===== config.mk =====
export PLATFORM = sky130hd
export DESIGN_NAME = telemetry_poll_responder_unit
export DESIGN_NICKNAME = d
export VERILOG_FILES = /design/src/rtl/core/tpr_pkg.sv /design/src/rtl/core/telemetry_poll_responder_unit.sv /design/src/rtl/core/tpr_csr.sv /design/src/rtl/core/tpr_ctrl.sv /design/src/rtl/core/tpr_dpath.sv
export SDC_FILE = /design/constraint.sdc
export NUM_CORES = 1
export LEC_CHECK = 0
export BUFFER_PORTS_ARGS = -buffer_cell sky130_fd_sc_hd__clkbuf_2
export CAP_MARGIN = 20
export CELL_PAD_IN_SITES_DETAIL_PLACEMENT = 1
export CELL_PAD_IN_SITES_GLOBAL_PLACEMENT = 1
export CORE_ASPECT_RATIO = 1.2
export CORE_MARGIN = 2
export CORE_UTILIZATION = 58
export CTS_CLUSTER_SIZE = 20
export DETAILED_ROUTE_END_ITERATION = 7
export PLACE_DENSITY = 0.85
export SLEW_MARGIN = 30
export SYNTH_ARGS = -nofsm -noshare
export SYNTH_HDL_FRONTEND = slang
export SYNTH_SLANG_ARGS = --single-unit

===== constraint.sdc =====
create_clock -name clock -period 17.8 [get_ports clock]
set_input_delay 0.89 -clock clock [delete_from_list [all_inputs] [get_ports clock]]
set_output_delay 0.89 -clock clock [all_outputs]
set_load 0.05 [all_outputs]

===== src/rtl/core/tpr_pkg.sv =====
// Shared types, constants and helpers for the telemetry poll responder.
// No dependencies; imported by every module of the block.
package tpr_pkg;

   localparam int SLOTS_DEF = 16;

   localparam logic [7:0] STUFF_ESC  = 8'h7D;
   localparam logic [7:0] STUFF_FLAG = 8'h7E;
   localparam logic [7:0] STUFF_XOR  = 8'h20;

   // register indexes on the configuration port (paddr[3:2])
   localparam logic [1:0] REG_PHYS_ID  = 2'd0;
   localparam logic [1:0] REG_START    = 2'd1;
   localparam logic [1:0] REG_HDR_DATA = 2'd2;
   localparam logic [1:0] REG_HDR_DISC = 2'd3;

   typedef struct packed {
      logic        kind;
      logic [7:0]  rx_byte;
      logic [3:0]  slot;
      logic        slot_used;
      logic [15:0] sensor_id;
      logic signed [31:0] sensor_value;
   } tpr_req_type;

   typedef struct packed {
      logic [7:0] tx_byte;
      logic       last;
      logic [3:0] sent_slot;
      logic       discard;
   } tpr_rsp_type;

   typedef struct packed {
      logic [4:0] physical_id;
      logic [7:0] start_byte;
      logic [7:0] header_data;
      logic [7:0] header_discard;
   } tpr_cfg_type;

   typedef struct packed {
      logic wr_slot;   // write the slot store from the input item
      logic build;     // latch the frame from the store read data
      logic slot_clr;  // return round-robin pointer to slot 0
      logic step;      // advance the byte serialiser
   } tpr_cmd_type;

   typedef struct packed {
      logic is_start;
      logic id_match;
      logic slot_ok;
      logic last;
   } tpr_stat_type;

   // 0xFF minus the end-around-carry sum of seven frame bytes
   function automatic logic [7:0] frame_checksum(input logic [55:0] bytes);
      logic [10:0] sum;
      logic [8:0]  fold;
      sum = '0;
      for (int i = 0; i < 7; i++) begin
         sum = sum + 11'(bytes[i*8 +: 8]);
      end
      fold = 9'(sum[7:0]) + 9'(sum[10:8]);
      fold = 9'(fold[7:0]) + 9'(fold[8]);
      return 8'(9'h0FF - fold);
   endfunction

endpackage


===== src/rtl/core/telemetry_poll_responder_unit.sv =====
// Telemetry poll responder: answers bus polls with byte-stuffed frames.
// A poll answer's first byte is offered in the send state, after the fetch state.
// Throughput: one item per cycle when it gives no answer; an answer holds the
// input until its last stuffed byte, sent one per cycle while rsp_ready is high.
// Reset (synchronous): slots empty, pointer at slot 0, registers at defaults.
// Depends on tpr_pkg, tpr_csr, tpr_ctrl and tpr_dpath.
module telemetry_poll_responder_unit
   import tpr_pkg::*;
#(
   parameter int SLOTS = SLOTS_DEF
)(
   input  logic        clock,
   input  logic        reset,
   input  logic        req_valid,
   output logic        req_ready,
   input  tpr_req_type req_payload,
   output logic        rsp_valid,
   input  logic        rsp_ready,
   output tpr_rsp_type rsp_payload,
   input  logic        psel,
   input  logic        penable,
   input  logic        pwrite,
   input  logic [3:0]  paddr,
   input  logic [31:0] pwdata,
   output logic [31:0] prdata,
   output logic        pready
);

   tpr_cfg_type  cfg;
   tpr_cmd_type  cmd;
   tpr_stat_type stat;

   tpr_csr u_csr (
      .clock   (clock),
      .reset   (reset),
      .psel    (psel),
      .penable (penable),
      .pwrite  (pwrite),
      .paddr   (paddr),
      .pwdata  (pwdata),
      .prdata  (prdata),
      .pready  (pready),
      .cfg     (cfg)
   );

   tpr_ctrl u_ctrl (
      .clock     (clock),
      .reset     (reset),
      .req_valid (req_valid),
      .req_kind  (req_payload.kind),
      .req_ready (req_ready),
      .rsp_valid (rsp_valid),
      .rsp_ready (rsp_ready),
      .stat      (stat),
      .cmd       (cmd)
   );

   tpr_dpath #(
      .SLOTS (SLOTS)
   ) u_dpath (
      .clock (clock),
      .reset (reset),
      .req   (req_payload),
      .cfg   (cfg),
      .cmd   (cmd),
      .stat  (stat),
      .rsp   (rsp_payload)
   );

endmodule


===== src/rtl/core/tpr_csr.sv =====
// Configuration registers of the poll responder behind an APB-style port.
// Depends on tpr_pkg.
module tpr_csr
   import tpr_pkg::*;
(
   input  logic        clock,
   input  logic        reset,
   input  logic        psel,
   input  logic        penable,
   input  logic        pwrite,
   input  logic [3:0]  paddr,
   input  logic [31:0] pwdata,
   output logic [31:0] prdata,
   output logic        pready,
   output tpr_cfg_type cfg
);

   tpr_cfg_type cfg_ff, cfg_in;
   logic        wr_en;

   assign pready = 1'b1;
   assign wr_en  = psel & penable & pwrite & pready;

   always_comb begin
      cfg_in = cfg_ff;
      if (wr_en) begin
         unique case (paddr[3:2])
            REG_PHYS_ID:  cfg_in.physical_id    = pwdata[4:0];
            REG_START:    cfg_in.start_byte     = pwdata[7:0];
            REG_HDR_DATA: cfg_in.header_data    = pwdata[7:0];
            REG_HDR_DISC: cfg_in.header_discard = pwdata[7:0];
            default:      cfg_in = cfg_ff;
         endcase
      end
   end

   always_ff @(posedge clock) begin
      if (reset) begin
         cfg_ff.physical_id    <= 5'd0;
         cfg_ff.start_byte     <= 8'h7E;
         cfg_ff.header_data    <= 8'h10;
         cfg_ff.header_discard <= 8'h00;
      end else begin
         cfg_ff <= cfg_in;
      end
   end

   always_comb begin
      unique case (paddr[3:2])
         REG_PHYS_ID:  prdata = 32'(cfg_ff.physical_id);
         REG_START:    prdata = 32'(cfg_ff.start_byte);
         REG_HDR_DATA: prdata = 32'(cfg_ff.header_data);
         REG_HDR_DISC: prdata = 32'(cfg_ff.header_discard);
         default:      prdata = '0;
      endcase
   end

   assign cfg = cfg_ff;

endmodule


===== src/rtl/core/tpr_ctrl.sv =====
// Controller of the poll responder: poll detection and frame sequencing.
// Depends on tpr_pkg; drives the datapath through tpr_cmd_type.
module tpr_ctrl
   import tpr_pkg::*;
(
   input  logic         clock,
   input  logic         reset,
   input  logic         req_valid,
   input  logic         req_kind,
   output logic         req_ready,
   output logic         rsp_valid,
   input  logic         rsp_ready,
   input  tpr_stat_type stat,
   output tpr_cmd_type  cmd
);

   localparam logic [1:0] ST_IDLE  = 2'd0;
   localparam logic [1:0] ST_FETCH = 2'd1;
   localparam logic [1:0] ST_SEND  = 2'd2;

   logic [1:0] state_ff, state_in;
   logic       expect_ff, expect_in;
   logic       req_take;

   assign req_ready = (state_ff == ST_IDLE);
   assign rsp_valid = (state_ff == ST_SEND);
   assign req_take  = req_valid & req_ready;

   always_comb begin
      state_in  = state_ff;
      expect_in = expect_ff;
      cmd       = '0;
      unique case (state_ff)
         ST_IDLE: begin
            if (req_take) begin
               if (req_kind) begin
                  cmd.wr_slot = 1'b1;
               end else if (stat.is_start) begin
                  expect_in = 1'b1;
               end else if (expect_ff) begin
                  // only the byte right after a start byte is checked
                  expect_in = 1'b0;
                  if (stat.id_match) begin
                     if (stat.slot_ok) begin
                        state_in = ST_FETCH;
                     end else begin
                        cmd.slot_clr = 1'b1;
                     end
                  end
               end
            end
         end
         ST_FETCH: begin
            cmd.build = 1'b1;
            state_in  = ST_SEND;
         end
         ST_SEND: begin
            if (rsp_ready) begin
               cmd.step = 1'b1;
               if (stat.last) begin
                  state_in = ST_IDLE;
               end
            end
         end
         default: state_in = ST_IDLE;
      endcase
   end

   always_ff @(posedge clock) begin
      if (reset) begin
         state_ff  <= ST_IDLE;
         expect_ff <= 1'b0;
      end else begin
         state_ff  <= state_in;
         expect_ff <= expect_in;
      end
   end

endmodule


===== src/rtl/core/tpr_dpath.sv =====
// Datapath of the poll responder: slot store, round-robin pointer,
// frame builder and byte-stuffing serialiser. Depends on tpr_pkg.
module tpr_dpath
   import tpr_pkg::*;
#(
   parameter int SLOTS = SLOTS_DEF
)(
   input  logic         clock,
   input  logic         reset,
   input  tpr_req_type  req,
   input  tpr_cfg_type  cfg,
   input  tpr_cmd_type  cmd,
   output tpr_stat_type stat,
   output tpr_rsp_type  rsp
);

   localparam int SLOT_W = (SLOTS > 1) ? $clog2(SLOTS) : 1;

   logic [15:0] id_mem  [SLOTS];
   logic [31:0] val_mem [SLOTS];
   logic [15:0] rd_id_ff;
   logic [31:0] rd_val_ff;

   logic [SLOTS-1:0]  valid_ff, valid_in;
   logic [SLOT_W-1:0] next_slot_ff, next_slot_in;
   logic [63:0]       frame_ff, frame_in;
   logic              disc_ff, disc_in;
   logic [3:0]        sent_slot_ff, sent_slot_in;
   logic [2:0]        bi_ff, bi_in;
   logic              esc_ff, esc_in;

   logic [SLOT_W-1:0] wr_idx;
   logic              wr_ok;
   logic              disc_b;
   logic [55:0]       frame_body;
   logic [7:0]        fb;
   logic              stuff;

   assign wr_idx = SLOT_W'(req.slot);
   assign wr_ok  = cmd.wr_slot && (32'(req.slot) < SLOTS);

   // slot store: one write port, one registered read at the pointer
   always_ff @(posedge clock) begin
      if (wr_ok) begin
         id_mem[wr_idx]  <= req.sensor_id;
         val_mem[wr_idx] <= req.sensor_value;
      end
      rd_id_ff  <= id_mem[next_slot_ff];
      rd_val_ff <= val_mem[next_slot_ff];
   end

   assign disc_b     = (rd_id_ff == 16'd0);
   assign frame_body = {(disc_b ? 48'd0 : {rd_val_ff, rd_id_ff}),
                        (disc_b ? cfg.header_discard : cfg.header_data)};

   assign fb    = frame_ff[{bi_ff, 3'b000} +: 8];
   assign stuff = (fb == STUFF_FLAG) || (fb == STUFF_ESC);

   always_comb begin
      valid_in     = valid_ff;
      next_slot_in = next_slot_ff;
      frame_in     = frame_ff;
      disc_in      = disc_ff;
      sent_slot_in = sent_slot_ff;
      bi_in        = bi_ff;
      esc_in       = esc_ff;
      if (wr_ok) begin
         valid_in[wr_idx] = req.slot_used;
      end
      if (cmd.slot_clr) begin
         next_slot_in = '0;
      end
      if (cmd.build) begin
         frame_in     = {frame_checksum(frame_body), frame_body};
         disc_in      = disc_b;
         sent_slot_in = 4'(next_slot_ff);
         bi_in        = 3'd0;
         esc_in       = 1'b0;
         next_slot_in = (next_slot_ff == SLOT_W'(SLOTS - 1)) ? '0 : next_slot_ff + 1'b1;
      end
      if (cmd.step) begin
         if (stuff && !esc_ff) begin
            esc_in = 1'b1;
         end else begin
            esc_in = 1'b0;
            bi_in  = bi_ff + 3'd1;
         end
      end
   end

   always_ff @(posedge clock) begin
      if (reset) begin
         valid_ff     <= '0;
         next_slot_ff <= '0;
         bi_ff        <= 3'd0;
         esc_ff       <= 1'b0;
      end else begin
         valid_ff     <= valid_in;
         next_slot_ff <= next_slot_in;
         bi_ff        <= bi_in;
         esc_ff       <= esc_in;
      end
      frame_ff     <= frame_in;
      disc_ff      <= disc_in;
      sent_slot_ff <= sent_slot_in;
   end

   assign stat.is_start = (req.rx_byte == cfg.start_byte);
   assign stat.id_match = (req.rx_byte[4:0] == cfg.physical_id);
   assign stat.slot_ok  = valid_ff[next_slot_ff];
   assign stat.last     = (bi_ff == 3'd7) && (!stuff || esc_ff);

   always_comb begin
      if (stuff && !esc_ff) begin
         rsp.tx_byte = STUFF_ESC;
      end else if (stuff) begin
         rsp.tx_byte = fb ^ STUFF_XOR;
      end else begin
         rsp.tx_byte = fb;
      end
      rsp.last      = stat.last;
      rsp.sent_slot = sent_slot_ff;
      rsp.discard   = disc_ff;
   end

endmodule


==> impl_metrics.env <==
export IMPL_fmax_mhz=116
export IMPL_maxSlewViolCount=0
export IMPL_grt_setup_unrepaired="false"
export IMPL_dieArea_um2=66600
export IMPL_grt_pass1_vias=20600
export IMPL_ys_ff_latch=941
export IMPL_gp_congestion=0.849
export IMPL_synth_edff_count=837
export IMPL_drt_initial_drc_count=2384
export IMPL_fillers=5248
export IMPL_grt_pass1_wl_um=146000
export IMPL_synth_seq_area_share_pct=72.7
export IMPL_synthFlopType="edfxtp_1"
export IMPL_dieWidth_um=236
export IMPL_post_cts_buffers=0
export IMPL_setup_ws_ps=9190
export IMPL_skew_ps=23.9
export IMPL_status="completed"
export IMPL_row_count=102
export IMPL_wl_met2_um=49700
export IMPL_cp_common_cell="a21oi_1"
export IMPL_ir_drop_mv=0.0781
export IMPL_dr_pass1_iters=5
export IMPL_antenna_found_initial=6
export IMPL_start_util_pct=58.3
export IMPL_worstSkewPairLatency_ps=670
export IMPL_cp_max_fo=10
export IMPL_synthArstFlopShare_pct=0
export IMPL_hold_buffers=0
export IMPL_vias=19500
export IMPL_tns_ps=0
export IMPL_dp_slack_ps=9720
export IMPL_fp_coreArea_um2=64200
export IMPL_worstMarginPinSlew_ps=1010
export IMPL_ant_nets=0
export IMPL_r2r_start="u_dpath.rd_id_ff[7]"
export IMPL_crit_arrival_ps=9010
export IMPL_dr_wl_met3_um=8980
export IMPL_synth_distinct_cells=51
export IMPL_cp_required_ps=18200
export IMPL_power_mw=4.95
export IMPL_powerDensity_nw_per_um2=119
export IMPL_finalHoldViolations=0
export IMPL_io_buffers=102
export IMPL_synthToLayoutAreaGrowth_pct=11.5
export IMPL_holdWs_ps=486
export IMPL_tritoncts="built"
export IMPL_dp_cells=2713
export IMPL_period_minus_slack_ps=8610
export IMPL_endpoint_kind="flip-flop"
export IMPL_stdcell_count=2879
export IMPL_cp_slowest_cell="nand4_1"
export IMPL_grt_total_usage_pct=30.8
export IMPL_wl_per_cell_um=34.7
export IMPL_grt_overflow=0
export IMPL_die_h_um=282
export IMPL_post_route_period_util_pct=48.4
export IMPL_ff2ff_path_depth=29
export IMPL_clock_sinks=941
export IMPL_r2r_slack_ps=9190
export IMPL_root_buffer="clkbuf_16"
export IMPL_hp_class="reg -> reg"
export IMPL_cts_buffers_inserted=87
export IMPL_maxSlewHeadroom_pct=32.3
export IMPL_routed_wl_um=99900
export IMPL_r2r_end="u_dpath.frame_ff[63]"
export IMPL_synth_cells=1848
export IMPL_grt_max_degree=71
export IMPL_htree_levels=3
export IMPL_clk_pin_slew_ps=80
export IMPL_yosys_warnings=0
export IMPL_clk_path_buf_depth=3
export IMPL_cts_resized=0
export IMPL_ios=154
export IMPL_crit_start="u_dpath.rd_id_ff[7]"
export IMPL_power_leakage_nw=13.6
export IMPL_crit_end="u_dpath.frame_ff[63]"
export IMPL_post_route_drc_count=0
export IMPL_postSynthAreaPerCell_um2=20.2
export IMPL_setup_viol=0
export IMPL_viasPerCell=6.76
export IMPL_cap_violations=0
export IMPL_wl_met1_um=37100
export IMPL_path_class="reg -> reg"
export IMPL_layout_drive_gt1_share_pct=27.5
export IMPL_highest_layer="met5"
export IMPL_slowest_delay_ps=510
export IMPL_syn_area_um2=37400
export IMPL_cp_start_kind="flip-flop"
export IMPL_num_nets_final=2135
export IMPL_dp_hpwl_um=51100
## layout make-up
class | count | area (um2) | share of cell area (%)
diodes | 5 | 12.5 | 0.0300
inverters | 78 | 293 | 0.702
multi-input cells | 728 | 9490 | 22.7
repair buffers | 134 | 797 | 1.91
well taps | 832 | 1040 | 2.50
flip-flops and latches | 941 | 27200 | 65.3
clock inverters | 48 | 473 | 1.13
clock buffers | 113 | 2380 | 5.70
## power breakdown
part	switching (mW)	internal (mW)	total (mW)
sequential	0.0199	2.45	2.47
clock	0.849	1.05	1.90
combinational	0.384	0.196	0.579
total	1.25	3.70	4.95
## sequential cells by signal (all words and copies together) (netlist names)
signal,cells
u_dpath.esc_ff,1
u_dpath.sent_slot_ff,4
u_dpath.rd_id_ff,16
u_dpath.bi_ff,3
u_dpath.val_mem,512
u_dpath.id_mem,256
u_ctrl.expect_ff,1
u_ctrl.state_ff,2
u_dpath.next_slot_ff,4
u_dpath.frame_ff,64
u_dpath.rd_val_ff,32
u_csr.cfg,29
u_dpath.valid_ff,16
u_dpath.disc_ff,1
## cell usage after synthesis (2+ instances only)
cell,count,share of area (%)
xor2_1,21,0.49
a21o_1,7,0.14
nand3_1,13,0.17
nand2b_1,9,0.15
a311o_1,3,0.080
and2_1,14,0.23
a41oi_1,2,0.047
mux2i_1,30,0.80
clkbuf_1,63,0.63
buf_1,5,0.050
conb_1,2,0.020
nand2_1,74,0.74
a21oi_1,34,0.45
dfxtp_1,104,5.6
mux4_2,264,16
nand4_1,5,0.084
edfxtp_1,837,67
mux2_2,8,0.24
buf_6,2,0.060
o21bai_1,7,0.14
or3_1,3,0.050
buf_2,27,0.36
a22o_1,3,0.070
fa_1,34,1.8
and3_1,2,0.033
nor2_1,52,0.52
nor3b_1,2,0.040
nor3_1,6,0.080
nor2b_1,11,0.18
o22ai_1,2,0.033
nor4_1,7,0.12
o21ai_0,16,0.21
xnor2_1,22,0.51
buf_4,27,0.54
inv_1,77,0.77
or2_2,3,0.050
a211o_1,11,0.26
ha_1,26,0.87
## worst max-delay path: cells and delay by family (launching register included)
family | cells | cell delay [ps]
AO/OA/AOI/OAI | 9 | 2210
XOR/XNOR | 4 | 680
adder cells (fa/ha/maj) | 7 | 2770
buffers and inverters | 3 | 550
flip-flops | 1 | 360
AND/OR/NAND/NOR | 6 | 1780
## worst min-delay path by stage
stage | cells past startpoint | slack (ps) | endpoint | from
2_1_floorplan | 0 | 410 | u_dpath.sent_slot_ff[2] | u_dpath.next_slot_ff[2]
3_3_place_gp | 0 | 460 | u_dpath.frame_ff[10] | u_dpath.rd_id_ff[2]
3_5_place_dp | 2 | 480 | u_dpath.valid_ff[11] | u_dpath.valid_ff[11]
4_1_cts | 2 | 480 | u_ctrl.state_ff[1] | rsp_ready
5_1_grt | 2 | 500 | u_ctrl.state_ff[1] | rsp_ready
6_report | 2 | 490 | u_dpath.valid_ff[11] | u_dpath.valid_ff[11]
## kinds of logic (layout without fill, tap and decap cells)
| family | after synthesis | after routing | share of synthesized area [%] |
|---|---|---|---|
| AND/OR/NAND/NOR | 207 | 207 | 2.61 |
| AO/OA/AOI/OAI | 90 | 90 | 1.55 |
| multiplexers | 303 | 303 | 17.0 |
| other | 2 | 30 | 0.0201 |
| adder cells (fa/ha/maj) | 60 | 60 | 2.69 |
| XOR/XNOR | 43 | 43 | 1.01 |
| buffers and inverters | 202 | 373 | 2.43 |
| flip-flops | 941 | 941 | 72.7 |
## layout by cell type, fill, tap and decap left out, types with 12 or more instances in the layout
cell / n
xnor2_1: 22
a21oi_1: 34
mux4_2: 264
dfxtp_1: 98
inv_1: 76
buf_4: 24
nor2_4: 12
clkinv_1: 17
nor2_1: 40
o21ai_0: 16
fa_1: 34
nand2_1: 74
clkbuf_2: 102
clkbuf_16: 88
clkinv_2: 13
conb_1: 25
nand3_1: 13
xor2_1: 21
and2_1: 14
mux2i_1: 30
edfxtp_1: 837
ha_1: 26
clkbuf_1: 17
## per-layer routing
metal / vias to the layer above / GRT usage [%]
li1: 7571 / -
met1: 10300 / 40.9
met2: 1360 / 50.7
met3: 251 / 5.90
met4: 2 / 13.2
met5: - / 0
## per-stage QoR
step	util (%)	instance area, um2
after detailed placement	60.5	38800
after CTS	64.9	41700
after global routing	65.0	41700
after global placement	60.4	38800
after floorplan	-	37500
final	65.0	41700
Power figures use the tool's default switching activity.
